[src/design/hid_key_report_diff_defines.svh]
// ----------------------------------------------------------------------------
// hid_key_report_diff_defines.svh
// Assertion macros shared by the report diff block.
// ----------------------------------------------------------------------------
`ifndef HID_KEY_REPORT_DIFF_DEFINES_SVH
`define HID_KEY_REPORT_DIFF_DEFINES_SVH

// Same-cycle implication, sampled on clk, disabled during rst.
`define HKRD_ASSERT_NOW(lbl, ante, cons, msg) \
  lbl: assert property (@(posedge clk) disable iff (rst) (ante) |-> (cons)) \
    else $error(msg);

// Next-cycle implication, sampled on clk, disabled during rst.
`define HKRD_ASSERT_NEXT(lbl, ante, cons, msg) \
  lbl: assert property (@(posedge clk) disable iff (rst) (ante) |=> (cons)) \
    else $error(msg);

`endif

[src/design/hkrd_pkg.sv]
// ----------------------------------------------------------------------------
// hkrd_pkg
// Types, key codes and event kinds of the keyboard report diff block.
// ----------------------------------------------------------------------------
package hkrd_pkg;

  localparam logic [7:0] KEY_CAPSLOCK = 8'h39;
  localparam logic [7:0] KEY_ROLLOVER = 8'h01;

  localparam logic [7:0] CTRL_MASK  = 8'h11;
  localparam logic [7:0] SHIFT_MASK = 8'h22;
  localparam logic [7:0] ALT_MASK   = 8'h44;
  localparam logic [7:0] GUI_MASK   = 8'h88;

  localparam int HOTKEY_COUNT = 14;
  localparam logic [7:0] HOTKEY_CODES [HOTKEY_COUNT] = '{
    8'h19, 8'h0E, 8'h17, 8'h0F, 8'h13, 8'h2E, 8'h2D,
    8'h57, 8'h56, 8'h2F, 8'h30, 8'h1A, 8'h16, 8'h15
  };

  typedef logic [1:0] event_kind_t;
  localparam event_kind_t EV_MODS = 2'd0;
  localparam event_kind_t EV_DOWN = 2'd1;
  localparam event_kind_t EV_UP   = 2'd2;
  localparam event_kind_t EV_HOT  = 2'd3;

  typedef struct packed {
    logic held;
    logic kept;
    logic hot;
    logic caps;
  } lane_flags_t;

  function automatic logic is_hotkey(input logic [7:0] code);
    logic hit;
    hit = 1'b0;
    for (int j = 0; j < HOTKEY_COUNT; j++) begin
      if (HOTKEY_CODES[j] == code) hit = 1'b1;
    end
    return hit;
  endfunction

endpackage

[src/design/hid_key_report_diff.sv]
// ----------------------------------------------------------------------------
// hid_key_report_diff
// Keyboard report diff: one report in, a burst of key and modifier events out.
//
//   channel  direction  handshake              payload
//   cfg      in         cfg_wen                cfg_wdata (swap Alt/GUI bits 2 and 3)
//   in       in         in_valid / in_stall    modifier_bits, key_slot0..5
//   out      out        out_valid / out_stall  event_kind .. last_event
//
// One event leaves per cycle while out_stall is low; a report holds in_stall
// until the last pick of its events, at most 2*KEY_SLOTS+1, which the event
// serializer issues with a single pick each. A report with no events does not
// load the serializer. The slot lanes compare in the cycle of acceptance, so
// the next report may enter in the cycle of the last pick.
// rst clears the stored report, the swap register and all valids.
// out_stall holds the output register and, through the serializer, the input.
// ----------------------------------------------------------------------------
`include "hid_key_report_diff_defines.svh"

module hid_key_report_diff #(
  parameter int KEY_SLOTS = 6
) (
  input  logic                  clk,
  input  logic                  rst,
  input  logic                  cfg_wen,
  input  logic                  cfg_wdata,
  input  logic                  in_valid,
  output logic                  in_stall,
  input  logic [7:0]            modifier_bits,
  input  logic [7:0]            key_slot0,
  input  logic [7:0]            key_slot1,
  input  logic [7:0]            key_slot2,
  input  logic [7:0]            key_slot3,
  input  logic [7:0]            key_slot4,
  input  logic [7:0]            key_slot5,
  output logic                  out_valid,
  input  logic                  out_stall,
  output hkrd_pkg::event_kind_t event_kind,
  output logic [7:0]            current_modifiers,
  output logic [7:0]            previous_modifiers,
  output logic [7:0]            keycode,
  output logic                  last_event
);
  import hkrd_pkg::*;

  localparam int IN_SLOTS = 6;

  logic                        swap_alt_gui;
  logic [7:0]                  stored_mods;
  logic [KEY_SLOTS-1:0][7:0]   stored_keys;

  logic [IN_SLOTS-1:0][7:0]    in_slots;
  logic [KEY_SLOTS-1:0][7:0]   keys;
  logic [7:0]                  mods;
  lane_flags_t [KEY_SLOTS-1:0] flags;
  logic [2*KEY_SLOTS:0]        mask;
  logic                        hot;
  logic [7:0]                  hot_code;
  logic                        accept;
  logic                        load;
  logic                        accept_ok;
  logic                        busy;

  assign in_slots = {key_slot5, key_slot4, key_slot3, key_slot2, key_slot1, key_slot0};
  assign mods = swap_alt_gui ? {modifier_bits[7:4], modifier_bits[2], modifier_bits[3],
                                modifier_bits[1:0]}
                             : modifier_bits;

  for (genvar i = 0; i < KEY_SLOTS; i++) begin : g_slot
    if (i < IN_SLOTS) begin : g_real
      assign keys[i] = in_slots[i];
    end else begin : g_blank
      assign keys[i] = 8'h00;
    end
    hkrd_lane #(.SLOTS(KEY_SLOTS), .LANE(i)) u_lane (
      .keys   (keys),
      .stored (stored_keys),
      .flags  (flags[i])
    );
  end

  hkrd_merge #(.SLOTS(KEY_SLOTS)) u_merge (
    .flags       (flags),
    .keys        (keys),
    .mods        (mods),
    .stored_mods (stored_mods),
    .mask        (mask),
    .hot         (hot),
    .hot_code    (hot_code)
  );

  assign in_stall = !accept_ok;
  assign accept   = in_valid && accept_ok;
  assign load     = accept && (mask != '0);

  hkrd_serial #(.SLOTS(KEY_SLOTS)) u_serial (
    .clk           (clk),
    .rst           (rst),
    .load          (load),
    .load_mask     (mask),
    .load_hot      (hot),
    .load_hot_code (hot_code),
    .load_cur      (mods),
    .load_prev     (stored_mods),
    .load_keys     (keys),
    .load_old      (stored_keys),
    .accept_ok     (accept_ok),
    .busy          (busy),
    .out_stall     (out_stall),
    .out_valid     (out_valid),
    .out_kind      (event_kind),
    .out_cur       (current_modifiers),
    .out_prev      (previous_modifiers),
    .out_code      (keycode),
    .out_last      (last_event)
  );

  always_ff @(posedge clk) begin
    if (rst) begin
      swap_alt_gui <= 1'b0;
      stored_mods  <= 8'h00;
      stored_keys  <= '0;
    end else begin
      if (cfg_wen) swap_alt_gui <= cfg_wdata;
      if (accept && !hot) begin
        stored_mods <= mods;
        stored_keys <= keys;
      end
    end
  end

  `HKRD_ASSERT_NOW(a_stall_needs_job, !busy, !in_stall, "input stalled with no pending events")
  `HKRD_ASSERT_NOW(a_hot_is_last, out_valid && (event_kind == EV_HOT), last_event,
                   "hotkey event not marked last")
  `HKRD_ASSERT_NOW(a_mods_change_differs, out_valid && (event_kind == EV_MODS),
                   current_modifiers != previous_modifiers, "modifier event without change")
  `HKRD_ASSERT_NEXT(a_hot_keeps_state, accept && hot, stored_mods == $past(stored_mods),
                    "hotkey report overwrote stored modifiers")

endmodule

[src/design/hkrd_lane.sv]
// ----------------------------------------------------------------------------
// hkrd_lane
// One slot: match new code against stored codes and stored code against new.
// ----------------------------------------------------------------------------
module hkrd_lane #(
  parameter int SLOTS = 6,
  parameter int LANE  = 0
) (
  input  logic [SLOTS-1:0][7:0] keys,
  input  logic [SLOTS-1:0][7:0] stored,
  output hkrd_pkg::lane_flags_t flags
);
  import hkrd_pkg::*;

  logic [7:0] key_new;
  logic [7:0] key_old;
  logic       held_any;
  logic       kept_any;

  assign key_new = keys[LANE];
  assign key_old = stored[LANE];

  always_comb begin
    held_any = 1'b0;
    kept_any = 1'b0;
    for (int j = 0; j < SLOTS; j++) begin
      if (key_new == stored[j]) held_any = 1'b1;
      if (keys[j] == key_old) kept_any = 1'b1;
    end
  end

  assign flags.held = held_any && (key_new != KEY_ROLLOVER);
  assign flags.kept = kept_any && (key_old != KEY_ROLLOVER);
  assign flags.hot  = is_hotkey(key_new);
  assign flags.caps = (key_new == KEY_CAPSLOCK);

endmodule

[src/design/hkrd_merge.sv]
// ----------------------------------------------------------------------------
// hkrd_merge
// Combine lane flags into the hotkey decision and the pending event mask.
// ----------------------------------------------------------------------------
module hkrd_merge #(
  parameter int SLOTS = 6
) (
  input  hkrd_pkg::lane_flags_t [SLOTS-1:0] flags,
  input  logic [SLOTS-1:0][7:0]             keys,
  input  logic [7:0]                        mods,
  input  logic [7:0]                        stored_mods,
  output logic [2*SLOTS:0]                  mask,
  output logic                              hot,
  output logic [7:0]                        hot_code
);
  import hkrd_pkg::*;

  localparam int MW = 2 * SLOTS + 1;

  logic [SLOTS-1:0] hot_vec;
  logic             caps;
  logic             single;
  logic             ctrl, shift, alt, gui;

  always_comb begin
    caps     = 1'b0;
    hot_code = 8'h00;
    for (int i = 0; i < SLOTS; i++) begin
      hot_vec[i] = flags[i].hot;
      if (flags[i].caps) caps = 1'b1;
      if (flags[i].hot) hot_code = keys[i];
    end
  end

  assign single = (hot_vec != '0) && ((hot_vec & (hot_vec - SLOTS'(1))) == '0);
  assign ctrl   = |(mods & CTRL_MASK);
  assign shift  = |(mods & SHIFT_MASK);
  assign alt    = |(mods & ALT_MASK);
  assign gui    = |(mods & GUI_MASK);
  assign hot    = single && ((caps && ctrl && shift) || (ctrl && gui && alt));

  always_comb begin
    if (hot) begin
      mask = MW'(1);
    end else begin
      mask[0] = (mods != stored_mods);
      for (int i = 0; i < SLOTS; i++) begin
        mask[1 + 2 * i] = !flags[i].held;
        mask[2 + 2 * i] = !flags[i].kept;
      end
    end
  end

endmodule

[src/design/hkrd_serial.sv]
// ----------------------------------------------------------------------------
// hkrd_serial
// Hold one report's pending events and issue them in order, one per cycle while the output is not stalled.
// ----------------------------------------------------------------------------
module hkrd_serial #(
  parameter int SLOTS = 6
) (
  input  logic                  clk,
  input  logic                  rst,
  input  logic                  load,
  input  logic [2*SLOTS:0]      load_mask,
  input  logic                  load_hot,
  input  logic [7:0]            load_hot_code,
  input  logic [7:0]            load_cur,
  input  logic [7:0]            load_prev,
  input  logic [SLOTS-1:0][7:0] load_keys,
  input  logic [SLOTS-1:0][7:0] load_old,
  output logic                  accept_ok,
  output logic                  busy,
  input  logic                  out_stall,
  output logic                  out_valid,
  output hkrd_pkg::event_kind_t out_kind,
  output logic [7:0]            out_cur,
  output logic [7:0]            out_prev,
  output logic [7:0]            out_code,
  output logic                  out_last
);
  import hkrd_pkg::*;

  localparam int MW = 2 * SLOTS + 1;
  localparam int EW = $clog2(MW);
  localparam int SW = (SLOTS > 1) ? $clog2(SLOTS) : 1;

  logic [MW-1:0]          mask;
  logic                   hot;
  logic [7:0]             hot_code;
  logic [7:0]             cur;
  logic [7:0]             prev;
  logic [SLOTS-1:0][7:0]  keys;
  logic [SLOTS-1:0][7:0]  old;

  logic                   advance;
  logic                   take;
  logic [MW-1:0]          rest;
  logic                   final_event;
  logic [EW-1:0]          sel;
  logic [EW-1:0]          sel_m1;
  logic [EW-1:0]          slot_wide;
  logic [SW-1:0]          slot;
  event_kind_t            kind;
  logic [7:0]             code;

  assign advance     = !out_valid || !out_stall;
  assign take        = busy && advance;
  assign rest        = mask & (mask - MW'(1));
  assign final_event = (rest == '0);
  assign accept_ok   = !busy || (take && final_event);

  always_comb begin
    sel = '0;
    for (int e = MW - 1; e >= 0; e--) begin
      if (mask[e]) sel = EW'(e);
    end
  end

  assign sel_m1    = sel - EW'(1);
  assign slot_wide = sel_m1 >> 1;
  assign slot      = slot_wide[SW-1:0];

  always_comb begin
    if (sel == '0) begin
      kind = hot ? EV_HOT : EV_MODS;
      code = hot ? hot_code : 8'h00;
    end else if (sel[0]) begin
      kind = EV_DOWN;
      code = keys[slot];
    end else begin
      kind = EV_UP;
      code = old[slot];
    end
  end

  always_ff @(posedge clk) begin
    if (rst) begin
      busy      <= 1'b0;
      out_valid <= 1'b0;
    end else begin
      if (advance) out_valid <= take;
      if (load) begin
        busy <= 1'b1;
      end else if (take && final_event) begin
        busy <= 1'b0;
      end
    end
  end

  always_ff @(posedge clk) begin
    if (take) begin
      out_kind <= kind;
      out_cur  <= cur;
      out_prev <= prev;
      out_code <= code;
      out_last <= final_event;
    end
    if (load) begin
      mask     <= load_mask;
      hot      <= load_hot;
      hot_code <= load_hot_code;
      cur      <= load_cur;
      prev     <= load_prev;
      keys     <= load_keys;
      old      <= load_old;
    end else if (take) begin
      mask     <= rest;
    end
  end

endmodule
[config.mk]
export PLATFORM = sky130hd
export DESIGN_NAME = hid_key_report_diff
export DESIGN_NICKNAME = d
export VERILOG_FILES = /design/src/design/hkrd_pkg.sv /design/src/design/hid_key_report_diff.sv /design/src/design/hkrd_lane.sv /design/src/design/hkrd_merge.sv /design/src/design/hkrd_serial.sv
export VERILOG_INCLUDE_DIRS = /design/src /design/src/design
export SDC_FILE = /design/constraint.sdc
export NUM_CORES = 1
export LEC_CHECK = 0
export BUFFER_PORTS_ARGS = -buffer_cell sky130_fd_sc_hd__buf_2
export CELL_PAD_IN_SITES_DETAIL_PLACEMENT = 0
export CELL_PAD_IN_SITES_GLOBAL_PLACEMENT = 1
export CORE_MARGIN = 5
export CORE_UTILIZATION = 51
export CTS_BUF_LIST = sky130_fd_sc_hd__clkbuf_4
export CTS_CLUSTER_DIAMETER = 40
export DETAILED_ROUTE_END_ITERATION = 8
export PLACE_DENSITY_LB_ADDON = 0.05
export RECOVER_POWER = 100
export SKIP_LAST_GASP = 1
export SYNTH_ARGS = -nofsm -noshare
export SYNTH_HDL_FRONTEND = slang
export SYNTH_SLANG_ARGS = --single-unit
[constraint.sdc]
create_clock -name clk -period 5.7 [get_ports clk]
set_clock_uncertainty 0.05 [all_clocks]
set_input_delay 0.855 -clock clk [delete_from_list [all_inputs] [get_ports clk]]
set_output_delay 0.855 -clock clk [all_outputs]
set_load 0.01 [all_outputs]
# Word-level counts from Yosys, hierarchy flattened
# Index checks and enable logic that the tools add are counted.
# Widths: inputs -> output; s select.
[word_totals] ff_bits=220 in_bits=62 out_inout_bits=29 wordCells=427
[classes] addsub=3 n_lt_le_gt_ge=1 eq_ne=139 muxes=196 bitwise=2 n_reduce_logical=54
[op_table] op="$eq 5x8->1 const A" n=36
[op_table] op="$eq 8x8->1" n=36
[op_table] op="$eq 6x8->1 const A" n=24
[op_table] op="$mux 1" n=163
[op_table] op="$eq 4x8->1 const A" n=12
[op_table] op="$eq 7x8->1 const A" n=12
[op_table] op="$ne 8x1->1 const B" n=12
[op_table] op="$mux 8" n=11
[op_table] op="$mux 4" n=14
[op_table] op="$bmux 8 s3" n=2
[op_table] op="$eq 8x6->1 const B" n=6
[op_table] op="$mux 13" n=3
[op_table] op="$logic_and 1x1->1" n=23
[op_table] op="$logic_not 1->1" n=17
[op_table] op="$and 13x13->13" n=1
[op_table] op="$logic_not 13->1" n=1
[op_table] op="$reduce_bool 13->1" n=1
[op_table] op="$sub 13x1->13 const B" n=1
[op_table] op="$ne 8x8->1" n=1
[op_table] op="$reduce_or 2->1" n=4
[op_table] op="$and 6x6->6" n=1
[op_table] op="$logic_not 6->1" n=1
[op_table] op="$mux 2" n=3
[op_table] op="$reduce_bool 6->1" n=1
[op_table] op="6 further kinds" n=9

# Depth between registers and ports, before layout
[depth] ltp_word=24 ltp_mapped=14

# By module
# A second synthesis with hierarchy kept.
[hier_totals] hier_cells=1662 hier_area_um2=16518.3
[modules_own_cells] module="hkrd_serial" n_inst=1 cells_per_inst=342 area_each_um2=6393.6 seq_area_each_um2=4874.7
[modules_own_cells] module="hkrd_lane (g_slot[0].u_lane ...)" n_inst=4 cells_per_inst=162 area_each_um2=1226.2 seq_area_each_um2=0.0
[modules_own_cells] module="hkrd_lane (g_slot[1].u_lane ...)" n_inst=2 cells_per_inst=162 area_each_um2=1237.4 seq_area_each_um2=0.0
[modules_own_cells] module="hid_key_report_diff" n_inst=1 cells_per_inst=256 area_each_um2=2104.5 seq_area_each_um2=1141.1
[modules_own_cells] module="hkrd_merge" n_inst=1 cells_per_inst=92 area_each_um2=640.6 seq_area_each_um2=0.0

# Worst setup path after synthesis
# No wires, ideal clock.
[synth_path] path_kind="register to register" start="reg u_serial.mask[9]" end="reg u_serial.out_code[1] (data pin)" t_arrival_ps=4002 setup_slack_ps=1392 path_stages_with_launch=15 synth_period_minus_slack_ps=4308 path_cell_list="edfxtp_1 > clkbuf_1 > inv_1 > a21oi_1 > o21bai_1 > a21oi_1 > o31ai_2 > clkbuf_1 > ha_1 > clkbuf_1 > clkbuf_1 > clkbuf_1 > mux4_2 > nand3_1 > a21oi_1"
[synth_via] elab_chain_len=15
[synth_lines] item="start: declaration" line="hkrd_serial.sv:34" text="logic [MW-1:0] mask;"
[synth_lines] item="start signal: assignment" line="hkrd_serial.sv:106" text="mask <= load_mask;"
[synth_lines] item="start signal: assignment" line="hkrd_serial.sv:114" text="mask <= rest;"
[synth_lines] item="$mux 4 * (10 in series)" line="hkrd_serial.sv:62" text="if (mask[e]) sel = EW'(e);"
[synth_lines] item="$sub 4x1->4" line="hkrd_serial.sv:66" text="assign sel_m1 = sel - EW'(1);"
[synth_lines] item="$bmux 8 s3 (on tied branches)" line="hkrd_serial.sv:79, hkrd_serial.sv:76"
[synth_lines] item="$mux 8 (on tied branches)" line="hkrd_serial.sv:79, hkrd_serial.sv:76"
[synth_lines] item="$mux 8" line="hkrd_serial.sv:74" text="end else if (sel[0]) begin"
[synth_lines] item="$mux 8 *" line="hkrd_serial.sv:71" text="if (sel == '0) begin"
[synth_lines] item="named net u_serial.code[1]" line="hkrd_serial.sv:51" text="logic [7:0] code;"
[synth_lines] item="end signal: assignment" line="hkrd_serial.sv:102" text="out_code <= code;"
[synth_lines] item="end: declaration" line="hkrd_serial.sv:25" text="output logic [7:0] out_code,"
# Mark *: on every way through the listed nets, which the timed path passes. The rest lies on a longest branch. The select of a mux whose other input is x is not followed.
# A chain may end at the register's enable or synchronous reset.

# Worst setup path in the final report
[layout_path] start="in key_slot1[3]" end="reg u_serial.mask[10], enable pin"
[layout_via] elab_chain_len=24
[layout_lines] item="start: declaration" line="hid_key_report_diff.sv:31" text="input logic [7:0] key_slot1,"
[layout_lines] item="$eq 5x8->1" line="hkrd_pkg.sv:38" text="if (HOTKEY_CODES[j] == code) hit = 1'b1;"
[layout_lines] item="$mux 1 (14 in series)" line="hkrd_pkg.sv:38"
[layout_lines] item="$sub 6x1->6" line="hkrd_merge.sv:35" text="assign single = (hot_vec != '0) && ((hot_vec & (hot_vec - SLOTS'(1))) == '0);"
[layout_lines] item="$and 6x6->6" line="hkrd_merge.sv:35"
[layout_lines] item="$logic_not 6->1" line="hkrd_merge.sv:35"
[layout_lines] item="$logic_and 1x1->1" line="hkrd_merge.sv:35"
[layout_lines] item="$logic_and 1x1->1" line="hkrd_merge.sv:40" text="assign hot = single && ((caps && ctrl && shift) || (ctrl && gui && alt));"
[layout_lines] item="$mux 13 *" line="hkrd_merge.sv:43" text="if (hot) begin"
[layout_lines] item="$reduce_bool 13->1 *" line="hid_key_report_diff.sv:94" text="assign load = accept && (mask != '0);"
[layout_lines] item="$logic_and 1x1->1 *" line="hid_key_report_diff.sv:94"
[layout_lines] item="$reduce_bool 2->1 (no line) *"
# Every way passes the cells marked *; elsewhere a longest branch is shown, timed or not.

==> summary.txt <==
netlist area before placement = 13500 um2
Synth Area per Inst = 10.6 um2
die area = 29900 um2
Worst path depth = 9
slowest library cell on the worst path = clkbuf_1
CP top delay family = simple AND/OR/NAND/NOR gates
H-tree depth = 2
GPL Wtd Cong = 0.978
busiest grt layer = met2
Max-Cap Viols = 3
CTS tree = done
Filler Cell Count = 2395
reg2reg setup slack = 1030 ps
post-placement cell area = 14000 um2
Hold Fails Final Rpt = 0
Setup-failing EPs final = 0
#FFs+latches synth = 220
top cells by area, synth = edfxtp_1 (36%), xnor2_1 (15%), dfxtp_1 (8.7%), mux2i_1 (5.6%), xor2_1 (4.4%)
Rows = 59
Finished Cell Area = 14600 um2
total nets after synthesis = 1336
Synth top area share = 35.7%
# hold bufs at CTS = 0
Final #Nets = 1371
I/O Buffers = 90
die width = 173 um
status = complete, but fails checks
total number of vias = 10.6k
global-route usage over all layers = 30.1%
share of layout cells above drive strength 1 = 11.0%
Yosys cell types = 81
P per Cell Area = 304 nW/um2
fmax = 0.209 GHz
critical path class = input pin to flop
Detailed Place HPWL = 31700 um
most frequent cell after synthesis = xnor2_1
largest net degree at the start of global routing = 72
crit path time final = 4790 ps
drt via density = 6.25
Slew @ Worst Pin = 1710 ps
crit share post-route = 84.1%
CP endpoint kind = flop
Final TNS setup = 0 ps
M3 GR Usage = 7.25%
total CTS buffers = 57
Slew Limit Fails = 90
reg2reg path depth = 12
total gr overflow = 0
post-CTS setup buffer count = 0
clk_lat worst skew = 710 ps
ys flop type = edfxtp_1
Post-synth top cells = xnor2_1 (233), edfxtp_1 (161), nor2_1 (130), mux2i_1 (76), xor2_1 (68)
I/O pins = 91
Critical Path Start = key_slot1[3]
WL per Instance = 27.6 um
Worst Hold Margin = 326 ps
first-pass GRT wire length = 68300 um
Initial Util = 51.9%
Syn Inst Count = 1273
peak supply drop = 0.000182 V
CP max stage delay = 850 ps
Std-Cell Core Area = 26100 um2
vias in the first global route = 10.3k
CP bufs+invs = 1
overall routed net length = 46600 um
Resized cells post-CTS = 0
clock slew at reported path FFs = 60 ps
overall power = 4450 uW
CTS Root Cell = clkbuf_4
GR Util met1 = 43.0%
Critical Path RT = 5920 ps
worst flop-to-flop path startpoint = u_serial.mask[9]
Antenna Nets Post-Route = 0
slew margin rel. = -13.7%
CP arrival = 5010 ps
Final Util = 56.1%
worst min-delay path class = flop to flop
Leak Pwr = 0.00487 uW
Storage cell area = 6020 um2
Worst R2R End = u_serial.out_code[3]
CP Capture Point = u_serial.mask[10]
Synth area leader = edfxtp_1
crit-path cells = clkbuf_1 -> a2111oi_0 -> a22o_1 -> nand2b_1 -> nor4_1 -> mux2_1 -> a21boi_0 -> a31oi_4 -> or2_0
M2 GR Usage = 44.8%
FFs w/ async S/R, synth = 0%
drt pass-1 iters = 5
drc violations = 0
Synth Warn # = 0
CP Max Fanout = 17
die height = 173 um
Seq/Total Area, Yosys = 44.5%
CTS Buffer Depth = 3
iteration-0 DRC count of the detailed router = 1204
number of synthesized flops with an enable pin = 161
Area Overhead vs Synth = 8.15%
initial antenna violation count = 1
unrepaired setup endpoints after global routing = false
Num Clock Sinks = 220
critical path startpoint category = input pin
failing checks = capacitance limit, slew limit
area of the multi-input gates = 6950 um2
state kept, by name (all words and copies together) (netlist names), 13 cells and up:
register,cells
u_serial.old,48
u_serial.mask,13
u_serial.keys,48
stored_keys,48
report_power, final:
group / switching, uW / internal, uW
clock network: 661 / 761
logic: 560 / 427
registers: 179 / 1860
placed cells by master, fill, tap and decap left out, types with 8 or more instances in the layout:
cell,instances
dfxtp_1,59
o22ai_1,12
nor3_1,10
xnor2_1,232
o21ai_0,19
a21oi_1,35
nor2_1,130
inv_1,8
mux4_2,20
nor4b_1,10
clkbuf_1,87
nand4_1,64
edfxtp_1,161
nand3_1,15
mux2i_1,76
a22oi_1,8
nand2_1,37
nor4_1,38
xor2_1,68
clkbuf_4,96
per-stage QoR:
| stage | instances | worst slack, ps |
|---|---|---|
| final | 1692 | 907 |
| after global routing | 1691 | 716 |
| after CTS | 1690 | 1630 |
| after detailed placement | 1584 | 1140 |
| after global placement | 1584 | 1220 |
| after floorplan | 1273 | 1390 |
metal layers:
layer  share of wire, %  up-vias
met5                  0        -
met4                3.9        0
met3                9.8      108
met2                 44      550
met1                 43     5198
li1                   -     4716
cell type report:
| cell class | count | area share (%) |
|---|---|---|
| diodes | 2 | 0.0342 |
| clock buffers | 96 | 4.93 |
| clock inverters | 10 | 0.410 |
| inverters | 9 | 0.231 |
| multi-input cells | 918 | 47.5 |
| flip-flops and latches | 220 | 41.1 |
| well taps | 335 | 2.86 |
| repair buffers | 102 | 2.92 |
worst min-delay path by stage:
stage | startpoint | to | slack, ps | cells past startpoint
global route | cfg_wdata | swap_alt_gui | 280 | 3
detailed placement | u_serial.prev[1] | u_serial.out_prev[1] | 350 | 0
finish | u_serial.prev[7] | u_serial.out_prev[7] | 330 | 0
floorplan | u_serial.cur[0] | u_serial.out_cur[0] | 350 | 0
global placement | u_serial.cur[0] | u_serial.out_cur[0] | 350 | 0
CTS | cfg_wdata | swap_alt_gui | 290 | 3
worst register-to-register path: cells and delay by family, from the launching register on:
kind / cells / cell delay (ps)
flops: 1 / 500
mux: 2 / 790
buf+inv: 3 / 1530
compound gates: 6 / 760
fa+ha+maj: 1 / 840
kinds of logic after synthesis:
kind of cell             count (synthesis)  share of synthesized area, %
adder cells (fa/ha/maj)                  4                         0.324
flip-flops                             220                          44.5
AND/OR/NAND/NOR                        365                          14.5
multiplexers                           103                          9.53
AO/OA/AOI/OAI                          144                          7.47
other                                    1                        0.0277
buffers and inverters                  135                          4.18
XOR/XNOR                               301                          19.5
Power figures use the tool's default switching activity.
